$ cat src/sv/ncs_pkg.sv
// Package for the nearest-center search block.
// Holds sizes, queue word and configuration types shared by all modules.
package ncs_pkg;

  localparam int MAX_CENTERS = 16;
  localparam int MAX_DIMS = 16;
  localparam int COORD_BITS = 16;
  localparam int CIDX_BITS = $clog2(MAX_CENTERS);
  localparam int DIDX_BITS = $clog2(MAX_DIMS);
  localparam int ADDR_BITS = CIDX_BITS + DIDX_BITS;
  localparam int CFG_BITS = 5;
  localparam int DIST_BITS = 36;
  localparam int DIFF_BITS = COORD_BITS + 1;
  localparam int SQ_BITS = 2 * DIFF_BITS;
  localparam int QUEUE_DEPTH = 4;
  localparam int QPTR_BITS = $clog2(QUEUE_DEPTH);

  localparam logic [CFG_BITS-1:0] CENTERS_RESET = CFG_BITS'(0);
  localparam logic [CFG_BITS-1:0] DIMS_RESET = CFG_BITS'(16);
  localparam logic [DIST_BITS-1:0] DIST_NONE = '1;

  typedef enum logic {
    REG_CENTERS = 1'b0,
    REG_DIMS    = 1'b1
  } reg_index_t;

  typedef enum logic [1:0] {
    KIND_LOAD       = 2'd0,
    KIND_POINT      = 2'd1,
    KIND_POINT_LAST = 2'd2,
    KIND_DROP       = 2'd3
  } kind_t;

  typedef struct packed {
    kind_t                  kind;
    logic [CIDX_BITS-1:0]   center_index;
    logic [DIDX_BITS-1:0]   coord_index;
    logic [COORD_BITS-1:0]  coord_value;
  } entry_t;

  typedef struct packed {
    logic [CFG_BITS-1:0] centers;
    logic [CFG_BITS-1:0] dims;
  } cfg_t;

  typedef struct packed {
    logic full;
    logic empty;
  } q_status_t;

  typedef enum logic [1:0] {
    ST_IDLE = 2'b01,
    ST_RUN  = 2'b10
  } back_state_t;

endpackage

$ cat src/sv/ncs_if.sv
// Channel interfaces of the nearest-center search block.
// Depends on ncs_pkg for field widths.
interface ncs_in_if;
  logic                            valid;
  logic                            ready;
  logic                            action;
  logic [3:0]                      center_index;
  logic [3:0]                      coord_index;
  logic signed [ncs_pkg::COORD_BITS-1:0] coord_value;

  modport source (output valid, action, center_index, coord_index, coord_value, input ready);
  modport sink (input valid, action, center_index, coord_index, coord_value, output ready);
endinterface

interface ncs_out_if;
  logic                           valid;
  logic                           ready;
  logic                           found;
  logic [3:0]                     nearest_index;
  logic [ncs_pkg::DIST_BITS-1:0]  min_sq_distance;

  modport source (output valid, found, nearest_index, min_sq_distance, input ready);
  modport sink (input valid, found, nearest_index, min_sq_distance, output ready);
endinterface

$ cat src/sv/nearest_center_search_unit.sv
// Top level of the nearest-center search block.
// Depends on ncs_pkg, ncs_if, ncs_front, ncs_queue and ncs_back.
//
// Words arrive on the items channel. A word with action 0 writes one
// coordinate of one center into the center store; a word with action 1
// writes one coordinate of the current point. The point coordinate whose
// index is dims_in_use-1 starts a search over all centers in use, and one
// word leaves on the results channel with the nearest index and the squared
// distance. The cfg port writes centers_in_use (index 0) and dims_in_use
// (index 1); the user must do so only while the block is idle, which the
// block does not enforce. The front takes one word per cycle into a
// four-word queue, unless the queue is full. The back retires a load or
// plain point word as it pops it. A search runs the center store through a
// four-stage subtract, square and accumulate pipeline, one coordinate per
// cycle; with no centers the result appears next cycle.
// The result sits in an output register; a stalled receiver holds it, and
// the back does not start the next search until it is taken. Reset clears
// the queue, the pipeline, the output register and the configuration
// registers (centers 0, dims 16); the stores hold no reset value.
module nearest_center_search_unit (
  input  logic                         clk,
  input  logic                         rst,
  input  logic                         cfg_we,
  input  logic                         cfg_index,
  input  logic [ncs_pkg::CFG_BITS-1:0] cfg_data,
  ncs_in_if.sink                       items,
  ncs_out_if.source                    results
);

  ncs_pkg::q_status_t q_status;
  ncs_pkg::entry_t    push_entry;
  ncs_pkg::entry_t    head;
  ncs_pkg::cfg_t      cfg;
  logic               push;
  logic               pop;

  ncs_front u_front (
    .clk        (clk),
    .rst        (rst),
    .cfg_we     (cfg_we),
    .cfg_index  (cfg_index),
    .cfg_data   (cfg_data),
    .items      (items),
    .q_status   (q_status),
    .push       (push),
    .push_entry (push_entry),
    .cfg        (cfg)
  );

  ncs_queue u_queue (
    .clk        (clk),
    .rst        (rst),
    .push       (push),
    .push_entry (push_entry),
    .pop        (pop),
    .head       (head),
    .q_status   (q_status)
  );

  ncs_back u_back (
    .clk      (clk),
    .rst      (rst),
    .cfg      (cfg),
    .head     (head),
    .q_status (q_status),
    .pop      (pop),
    .results  (results)
  );

`ifndef SYNTH
  a_no_pop_empty: assert property (@(posedge clk) disable iff (rst)
    pop |-> !q_status.empty)
    else $error("word taken from an empty queue");

  a_search_waits: assert property (@(posedge clk) disable iff (rst)
    pop && head.kind == ncs_pkg::KIND_POINT_LAST |-> !results.valid)
    else $error("search started while a result is still pending");

  a_not_found: assert property (@(posedge clk) disable iff (rst)
    results.valid && !results.found |->
      results.nearest_index == '0 && results.min_sq_distance == ncs_pkg::DIST_NONE)
    else $error("empty search result is malformed");

  a_full_stalls: assert property (@(posedge clk) disable iff (rst)
    q_status.full |-> !items.ready)
    else $error("input accepted into a full queue");
`endif

endmodule

$ cat src/sv/ncs_front.sv
// Front end: configuration registers, input acceptance and item classification.
// Depends on ncs_pkg and ncs_in_if.
module ncs_front (
  input  logic                         clk,
  input  logic                         rst,
  input  logic                         cfg_we,
  input  logic                         cfg_index,
  input  logic [ncs_pkg::CFG_BITS-1:0] cfg_data,
  ncs_in_if.sink                       items,
  input  ncs_pkg::q_status_t           q_status,
  output logic                         push,
  output ncs_pkg::entry_t              push_entry,
  output ncs_pkg::cfg_t                cfg
);

  logic [ncs_pkg::CFG_BITS-1:0] centers_reg;
  logic [ncs_pkg::CFG_BITS-1:0] dims_reg;

  always_ff @(posedge clk) begin
    if (rst) begin
      centers_reg <= ncs_pkg::CENTERS_RESET;
      dims_reg <= ncs_pkg::DIMS_RESET;
    end else if (cfg_we) begin
      unique case (ncs_pkg::reg_index_t'(cfg_index))
        ncs_pkg::REG_CENTERS: centers_reg <= cfg_data;
        ncs_pkg::REG_DIMS:    dims_reg <= cfg_data;
        default: ;
      endcase
    end
  end

  always_comb begin
    cfg.centers = (centers_reg > ncs_pkg::CFG_BITS'(ncs_pkg::MAX_CENTERS)) ?
                  ncs_pkg::CFG_BITS'(ncs_pkg::MAX_CENTERS) : centers_reg;
    if (dims_reg == '0) begin
      cfg.dims = ncs_pkg::CFG_BITS'(1);
    end else if (dims_reg > ncs_pkg::CFG_BITS'(ncs_pkg::MAX_DIMS)) begin
      cfg.dims = ncs_pkg::CFG_BITS'(ncs_pkg::MAX_DIMS);
    end else begin
      cfg.dims = dims_reg;
    end
  end

  assign items.ready = !q_status.full;
  assign push = items.valid && items.ready;

  always_comb begin
    push_entry.center_index = items.center_index[ncs_pkg::CIDX_BITS-1:0];
    push_entry.coord_index = items.coord_index[ncs_pkg::DIDX_BITS-1:0];
    push_entry.coord_value = items.coord_value;
    if (!items.action) begin
      push_entry.kind = (int'(items.center_index) < ncs_pkg::MAX_CENTERS &&
                         int'(items.coord_index) < ncs_pkg::MAX_DIMS) ?
                        ncs_pkg::KIND_LOAD : ncs_pkg::KIND_DROP;
    end else if (int'(items.coord_index) >= ncs_pkg::MAX_DIMS) begin
      push_entry.kind = ncs_pkg::KIND_DROP;
    end else if (ncs_pkg::CFG_BITS'(items.coord_index) == cfg.dims - ncs_pkg::CFG_BITS'(1)) begin
      push_entry.kind = ncs_pkg::KIND_POINT_LAST;
    end else begin
      push_entry.kind = ncs_pkg::KIND_POINT;
    end
  end

endmodule

$ cat src/sv/ncs_queue.sv
// Short first-in first-out queue of classified words between front and back.
// Depends on ncs_pkg.
module ncs_queue (
  input  logic                clk,
  input  logic                rst,
  input  logic                push,
  input  ncs_pkg::entry_t     push_entry,
  input  logic                pop,
  output ncs_pkg::entry_t     head,
  output ncs_pkg::q_status_t  q_status
);

  ncs_pkg::entry_t slots [ncs_pkg::QUEUE_DEPTH];
  logic [ncs_pkg::QPTR_BITS-1:0] wr_ptr;
  logic [ncs_pkg::QPTR_BITS-1:0] rd_ptr;
  logic [ncs_pkg::QPTR_BITS:0]   count;

  always_ff @(posedge clk) begin
    if (rst) begin
      wr_ptr <= '0;
      rd_ptr <= '0;
      count <= '0;
    end else begin
      if (push) begin
        wr_ptr <= wr_ptr + 1'b1;
      end
      if (pop) begin
        rd_ptr <= rd_ptr + 1'b1;
      end
      if (push && !pop) begin
        count <= count + 1'b1;
      end else if (pop && !push) begin
        count <= count - 1'b1;
      end
    end
  end

  always_ff @(posedge clk) begin
    if (push) begin
      slots[wr_ptr] <= push_entry;
    end
  end

  assign head = slots[rd_ptr];
  assign q_status.full = (count == (ncs_pkg::QPTR_BITS+1)'(ncs_pkg::QUEUE_DEPTH));
  assign q_status.empty = (count == '0);

endmodule

$ cat src/sv/ncs_back.sv
// Back end: center store, point buffer, pipelined distance search and result register.
// Depends on ncs_pkg and ncs_out_if.
module ncs_back (
  input  logic                clk,
  input  logic                rst,
  input  ncs_pkg::cfg_t       cfg,
  input  ncs_pkg::entry_t     head,
  input  ncs_pkg::q_status_t  q_status,
  output logic                pop,
  ncs_out_if.source           results
);

  logic [ncs_pkg::COORD_BITS-1:0] center_mem [ncs_pkg::MAX_CENTERS * ncs_pkg::MAX_DIMS];
  logic [ncs_pkg::COORD_BITS-1:0] point_buf [ncs_pkg::MAX_DIMS];

  ncs_pkg::back_state_t state;
  logic                           issuing;
  logic [ncs_pkg::CIDX_BITS-1:0]  issue_c;
  logic [ncs_pkg::DIDX_BITS-1:0]  issue_d;
  logic                           issue_last_d;
  logic                           issue_last_c;

  logic                           a_valid;
  logic                           a_first_d, a_last_d, a_last_c;
  logic [ncs_pkg::CIDX_BITS-1:0]  a_c;
  logic [ncs_pkg::COORD_BITS-1:0] mem_q;
  logic [ncs_pkg::COORD_BITS-1:0] p_q;

  logic                           b_valid;
  logic                           b_first_d, b_last_d, b_last_c;
  logic [ncs_pkg::CIDX_BITS-1:0]  b_c;
  logic [ncs_pkg::DIFF_BITS-1:0]  absd;

  logic                           c_valid;
  logic                           c_first_d, c_last_d, c_last_c;
  logic [ncs_pkg::CIDX_BITS-1:0]  c_c;
  logic [ncs_pkg::SQ_BITS-1:0]    sq;

  logic [ncs_pkg::DIST_BITS-1:0]  acc;
  logic [ncs_pkg::DIST_BITS-1:0]  best_d;
  logic [ncs_pkg::CIDX_BITS-1:0]  best_i;

  logic                           out_valid;
  logic                           out_found;
  logic [3:0]                     out_index;
  logic [ncs_pkg::DIST_BITS-1:0]  out_dist;

  logic [ncs_pkg::DIFF_BITS-1:0]  diff;
  logic [ncs_pkg::DIST_BITS:0]    sum_wide;
  logic [ncs_pkg::DIST_BITS-1:0]  acc_sum;
  logic                           better;
  logic                           finish;

  assign pop = (state == ncs_pkg::ST_IDLE) && !q_status.empty &&
               (head.kind != ncs_pkg::KIND_POINT_LAST || !out_valid);

  assign issue_last_d = (ncs_pkg::CFG_BITS'(issue_d) == cfg.dims - ncs_pkg::CFG_BITS'(1));
  assign issue_last_c = (ncs_pkg::CFG_BITS'(issue_c) == cfg.centers - ncs_pkg::CFG_BITS'(1));

  assign diff = {p_q[ncs_pkg::COORD_BITS-1], p_q} - {mem_q[ncs_pkg::COORD_BITS-1], mem_q};
  assign sum_wide = {1'b0, acc} + (ncs_pkg::DIST_BITS+1)'(sq);

  always_comb begin
    if (c_first_d) begin
      acc_sum = ncs_pkg::DIST_BITS'(sq);
    end else if (sum_wide[ncs_pkg::DIST_BITS]) begin
      acc_sum = ncs_pkg::DIST_NONE;
    end else begin
      acc_sum = sum_wide[ncs_pkg::DIST_BITS-1:0];
    end
  end

  assign better = (c_c == '0) || (acc_sum < best_d);
  assign finish = c_valid && c_last_d && c_last_c;

  always_ff @(posedge clk) begin
    if (pop && head.kind == ncs_pkg::KIND_LOAD) begin
      center_mem[{head.center_index, head.coord_index}] <= head.coord_value;
    end
    mem_q <= center_mem[{issue_c, issue_d}];
  end

  always_ff @(posedge clk) begin
    if (pop && (head.kind == ncs_pkg::KIND_POINT || head.kind == ncs_pkg::KIND_POINT_LAST)) begin
      point_buf[head.coord_index] <= head.coord_value;
    end
    p_q <= point_buf[issue_d];
  end

  always_ff @(posedge clk) begin
    a_first_d <= (issue_d == '0);
    a_last_d <= issue_last_d;
    a_last_c <= issue_last_c;
    a_c <= issue_c;
    b_first_d <= a_first_d;
    b_last_d <= a_last_d;
    b_last_c <= a_last_c;
    b_c <= a_c;
    absd <= diff[ncs_pkg::DIFF_BITS-1] ? -diff : diff;
    c_first_d <= b_first_d;
    c_last_d <= b_last_d;
    c_last_c <= b_last_c;
    c_c <= b_c;
    sq <= absd * absd;
    if (c_valid) begin
      acc <= acc_sum;
      if (c_last_d && better) begin
        best_d <= acc_sum;
        best_i <= c_c;
      end
    end
  end

  always_ff @(posedge clk) begin
    if (rst) begin
      state <= ncs_pkg::ST_IDLE;
      issuing <= 1'b0;
      issue_c <= '0;
      issue_d <= '0;
      a_valid <= 1'b0;
      b_valid <= 1'b0;
      c_valid <= 1'b0;
      out_valid <= 1'b0;
    end else begin
      a_valid <= issuing;
      b_valid <= a_valid;
      c_valid <= b_valid;
      if (results.valid && results.ready) begin
        out_valid <= 1'b0;
      end
      if (issuing) begin
        if (issue_last_d) begin
          issue_d <= '0;
          issue_c <= issue_c + 1'b1;
          if (issue_last_c) begin
            issuing <= 1'b0;
          end
        end else begin
          issue_d <= issue_d + 1'b1;
        end
      end
      unique case (state)
        ncs_pkg::ST_IDLE: begin
          if (pop && head.kind == ncs_pkg::KIND_POINT_LAST) begin
            if (cfg.centers == '0) begin
              out_valid <= 1'b1;
              out_found <= 1'b0;
              out_index <= '0;
              out_dist <= ncs_pkg::DIST_NONE;
            end else begin
              state <= ncs_pkg::ST_RUN;
              issuing <= 1'b1;
              issue_c <= '0;
              issue_d <= '0;
            end
          end
        end
        ncs_pkg::ST_RUN: begin
          if (finish) begin
            state <= ncs_pkg::ST_IDLE;
            out_valid <= 1'b1;
            out_found <= 1'b1;
            out_index <= better ? 4'(c_c) : 4'(best_i);
            out_dist <= better ? acc_sum : best_d;
          end
        end
        default: state <= ncs_pkg::ST_IDLE;
      endcase
    end
  end

  assign results.valid = out_valid;
  assign results.found = out_found;
  assign results.nearest_index = out_index;
  assign results.min_sq_distance = out_dist;

endmodule
$ cat src/flat_wrapper.sv
// flat-port wrapper written by rule: the top's interface ports become plain ports
module nearest_center_search_unit_flat 
  (clk, rst, cfg_we, cfg_index, cfg_data, items_valid, items_action, items_center_index, items_coord_index, items_coord_value, items_ready, results_valid, results_found, results_nearest_index, results_min_sq_distance, results_ready);
  ncs_in_if items_i ();
  ncs_out_if results_i ();
  input  logic clk;
  input  logic rst;
  input  logic cfg_we;
  input  logic cfg_index;
  input  logic [ncs_pkg::CFG_BITS-1:0] cfg_data;
  input wire logic [$bits(items_i.valid)-1:0] items_valid;
  input wire logic [$bits(items_i.action)-1:0] items_action;
  input wire logic [$bits(items_i.center_index)-1:0] items_center_index;
  input wire logic [$bits(items_i.coord_index)-1:0] items_coord_index;
  input wire logic [$bits(items_i.coord_value)-1:0] items_coord_value;
  output wire logic [$bits(items_i.ready)-1:0] items_ready;
  output wire logic [$bits(results_i.valid)-1:0] results_valid;
  output wire logic [$bits(results_i.found)-1:0] results_found;
  output wire logic [$bits(results_i.nearest_index)-1:0] results_nearest_index;
  output wire logic [$bits(results_i.min_sq_distance)-1:0] results_min_sq_distance;
  input wire logic [$bits(results_i.ready)-1:0] results_ready;
  assign items_i.valid = items_valid;
  assign items_i.action = items_action;
  assign items_i.center_index = items_center_index;
  assign items_i.coord_index = items_coord_index;
  assign items_i.coord_value = items_coord_value;
  assign items_ready = items_i.ready;
  assign results_valid = results_i.valid;
  assign results_found = results_i.found;
  assign results_nearest_index = results_i.nearest_index;
  assign results_min_sq_distance = results_i.min_sq_distance;
  assign results_i.ready = results_ready;
  nearest_center_search_unit u_core (.clk(clk), .rst(rst), .cfg_we(cfg_we), .cfg_index(cfg_index), .cfg_data(cfg_data), .items(items_i), .results(results_i));
endmodule
$ cat config.mk
export PLATFORM = sky130hd
export DESIGN_NAME = nearest_center_search_unit_flat
export DESIGN_NICKNAME = d
export VERILOG_FILES = /design/src/sv/ncs_pkg.sv /design/src/sv/ncs_if.sv /design/src/sv/nearest_center_search_unit.sv /design/src/sv/ncs_front.sv /design/src/sv/ncs_queue.sv /design/src/sv/ncs_back.sv /design/src/flat_wrapper.sv
export SDC_FILE = /design/constraint.sdc
export NUM_CORES = 2
export LEC_CHECK = 0
export BUFFER_PORTS_ARGS = -buffer_cell sky130_fd_sc_hd__buf_2
export CAP_MARGIN = 20
export CORE_MARGIN = 4
export CORE_UTILIZATION = 51
export DETAILED_ROUTE_END_ITERATION = 10
export HOLD_SLACK_MARGIN = 0.15
export PLACE_DENSITY = 0.73
export SYNTH_ARGS = -nofsm -noshare
export SYNTH_HDL_FRONTEND = slang
export SYNTH_MEMORY_MAX_BITS = 65536
export SYNTH_SLANG_ARGS = --single-unit
$ cat constraint.sdc
create_clock -name clk -period 12.3 [get_ports clk]
set_input_delay 2.46 -clock clk [delete_from_list [all_inputs] [get_ports clk]]
set_output_delay 2.46 -clock clk [all_outputs]
set_load 0.01 [all_outputs]
==> results.md <==
- Result of the run: finished, final reports clean
- CP required: 12.91 ns
- Hold buffer count at cts: 0
- Site row count: 224
- CP endpoint kind: register
- Worst-path fanout max: 40
- Post-CTS Repair Setup Buffers: 0
- Final setup skew: 0.08995 ns
- Number of hold-slack violations in the final timing report: 0
- # setup viols final: 0
- Number of I/O pins: 79
- Slew margin rel.: 0.06164
- Sequential share of the synthesized area: 0.7355
- Number of nets in the layout: 9688
- Worst Path Arrival: 7.66 ns
- Cell Area, Synth: 0.1904 sq mm
- Cts bufs inserted: 451
- Clk buf depth: 4
- Die area: 0.3832 sq mm
- Layout Area Growth over Synthesis: 12.06%
- Half-perimeter wire length of the detailed placement result: 274600 microns
- Via count: 93180
- Fraction of layout instances using a drive strength above 1: 0.2757
- Drt initial violations: 12470
- Fmax: 141.9 MHz
- Fraction of registers with async set or reset after synthesis: 0
- Gate Count Post-Synth: 8784
- Setup repair after global routing missed its margin: no
- Mean instance size in the synthesized netlist: 21.68 sq um
- Post-DRT Antenna Nets: 0
- Top reg by flops: u_core.u_back.center_mem
- Final Max Tran Viols: 0
- Synth unique cells: 72
- Number of global-route vias before repair: 93960
- Num Clock Sinks: 4710
- Quantity of gates resized following cts: 0
- Most frequent standard cell in the layout excluding fill and tap cells: sky130_fd_sc_hd__edfxtp_1
- Initial antenna violation count: 33
- Number of register bits inferred by synthesis: 4710
- Share of the synthesized area in the top cell type: 0.7211
- Final Non-Filler Cells: 14630
- Synth top area cells: sky130_fd_sc_hd__edfxtp_1 (72%), sky130_fd_sc_hd__mux4_2 (17%), sky130_fd_sc_hd__fa_1 (2.0%)
- Overall track demand over capacity in global routing: 0.2447
- Count of synthesis-stage warnings from yosys: 0
- Dominant synthesized flop cell: sky130_fd_sc_hd__edfxtp_1
- CTS tree: built
- Total length of routed wires: 469600 microns
- Final-layout setup total negative slack: 0 ns
- Tmin final: 7.049 ns
- Cell chosen for the clock root: sky130_fd_sc_hd__clkbuf_16
- Number of cells after detailed placement: 13750
- Wire length per cell after detailed routing: 32.10 microns
- Startpoint kind of the worst setup timing path: register
- Worst-path clk slew: 0.06 ns
- Post-synth EDFFs: 4573
- Final weighted congestion in routability-driven placement: 0.8757
- Max FFs per register: 4096
- Number of detailed-route iterations in the first pass: 6
- Share of the clock period used by the worst path: 0.5731
- Initial Utilization: 0.5116
- Vert. Die Dim: 619.1 microns
- Slew @ Worst Pin: 1.408 ns
- Number of H-tree branching levels: 5
- Synth Net Count: 9222
- Remaining Overflow, GRT: 0
- DRC: 0
- Total of max-cap violations: 0
- Pin count of the biggest net entering global routing: 221
- Min-delay worst type: reg -> reg
- Horizontal extent of the die: 619.1 microns
- Vias per Instance: 6.370
- Global-route wire length before repair: 680200 microns
- Largest regs: u_core.u_back.center_mem (4096), u_core.u_back.point_buf (256), u_core.u_queue.slots (104)
- Cell type with the highest aggregate area in the netlist: sky130_fd_sc_hd__edfxtp_1
- Commonest cells after routing, fill and taps aside: sky130_fd_sc_hd__edfxtp_1 (4573), sky130_fd_sc_hd__mux4_2 (1449), sky130_fd_sc_hd__clkbuf_16 (461)
- Number of port buffers: 78
- Clk Latency, worst-skew pair: 1.02 ns
- Worst setup path category: reg -> reg
- Core Area: 0.3722 sq mm
==> critical path: stages, from the launching register on <==
cell	delay, ns
sky130_fd_sc_hd__edfxtp_1	0.37
sky130_fd_sc_hd__ha_1	0.37
sky130_fd_sc_hd__a21oi_1	0.31
sky130_fd_sc_hd__o21ai_1	0.20
sky130_fd_sc_hd__a221o_1	0.41
sky130_fd_sc_hd__nand2_1	0.09
sky130_fd_sc_hd__o211ai_1	0.17
sky130_fd_sc_hd__o21ai_1	0.70
sky130_fd_sc_hd__o211ai_1	0.38
sky130_fd_sc_hd__ha_1	0.31
sky130_fd_sc_hd__a21o_1	0.17
sky130_fd_sc_hd__a21o_1	0.17
sky130_fd_sc_hd__a211o_1	0.29
sky130_fd_sc_hd__o211ai_1	0.08
sky130_fd_sc_hd__a21oi_1	0.09
sky130_fd_sc_hd__a2111oi_0	0.80
sky130_fd_sc_hd__a21oi_2	0.16
sky130_fd_sc_hd__nor2_1	0.59
sky130_fd_sc_hd__and3_2	0.97
==> kinds of logic (layout without fill, tap and decap cells) <==
family,after synthesis,in the layout,share of synthesized area
flip-flops,4710,4710,0.7355
multiplexers,1478,1478,0.1740
AND/OR/NAND/NOR,876,876,0.02082
buffers and inverters,803,1654,0.01660
AO/OA/AOI/OAI,409,409,0.01420
adder cells (fa/ha/maj),402,402,0.03402
XOR/XNOR,106,106,0.004875
other,0,21,0
==> Yosys cell counts, drive strengths merged (9+ instances only) <==
master	count
inv	362
ha	209
buf	168
edfxtp	4573
nand2	195
fa	193
nor2	390
o21ai	55
and2	66
xnor2	62
a2bb2oi	9
o211ai	17
nor4	38
nor3	25
nor2b	33
a211oi	13
o21bai	10
nand3	47
mux2i	10
a211o	10
a31oi	49
a21oi	105
and3	18
a21o	42
xor2	44
o21a	23
o22ai	12
nand4	17
nand2b	11
dfxtp	137
o31ai	9
clkbuf	273
mux4	1465
==> per-layer routing <==
metal	vias to the layer above	routed length (microns)	global-route usage
met2	5688	231200	0.3941
met3	850	46900	0.04514
li1	37210	-	-
met4	8	19090	0.09057
met1	49430	172300	0.3379
met5	-	89	0
==> worst paths after layout <==
| path | from | end | slack [ns] | depth (start not counted) |
|---|---|---|---|---|
| worst min-delay path | u_core.u_back.b_c[1]$_DFF_P_ | u_core.u_back.c_c[1]$_DFF_P_ | 0.33 | 0 |
| worst max-delay path | u_core.u_back.acc[21]$_DFFE_PP_ | u_core.u_back.best_i[3]$_DFFE_PP_ | 5.25 | 18 |
| worst max register to register | u_core.u_back.acc[21]$_DFFE_PP_ | u_core.u_back.best_i[3]$_DFFE_PP_ | 5.25 | 18 |
| worst min register to register | u_core.u_back.b_c[1]$_DFF_P_ | u_core.u_back.c_c[1]$_DFF_P_ | 0.33 | 0 |
==> through the flow <==
step,hold slack [ns],utilization,setup slack [ns],cell area [sq um]
6_report,0.3272,0.5734,5.251,213400
5_1_grt,0.3347,0.5732,4.749,213400
4_1_cts,0.3278,0.5721,5.289,212900
3_5_place_dp,0.3121,0.5335,5.313,198600
3_3_place_gp,0.3130,0.5332,5.485,198400
2_1_floorplan,0.3096,-,2.535,190400
==> cell type report <==
| type | instances | area, sq um |
|---|---|---|
| Inverter | 362 | 1369 |
| Timing Repair Buffer | 454 | 3845 |
| Antenna cell | 21 | 52.55 |
| Clock buffer | 560 | 11950 |
| Sequential cell | 4710 | 140100 |
| Clock inverter | 278 | 2404 |
| Tap cell | 4972 | 6221 |
| Fill cell | 26230 | 158800 |
| Multi-Input combinational cell | 3271 | 47480 |
Power is left out: the tool's default activity adds up to more than one toggle a clock period on the data nets, which glitch-free logic cannot reach.
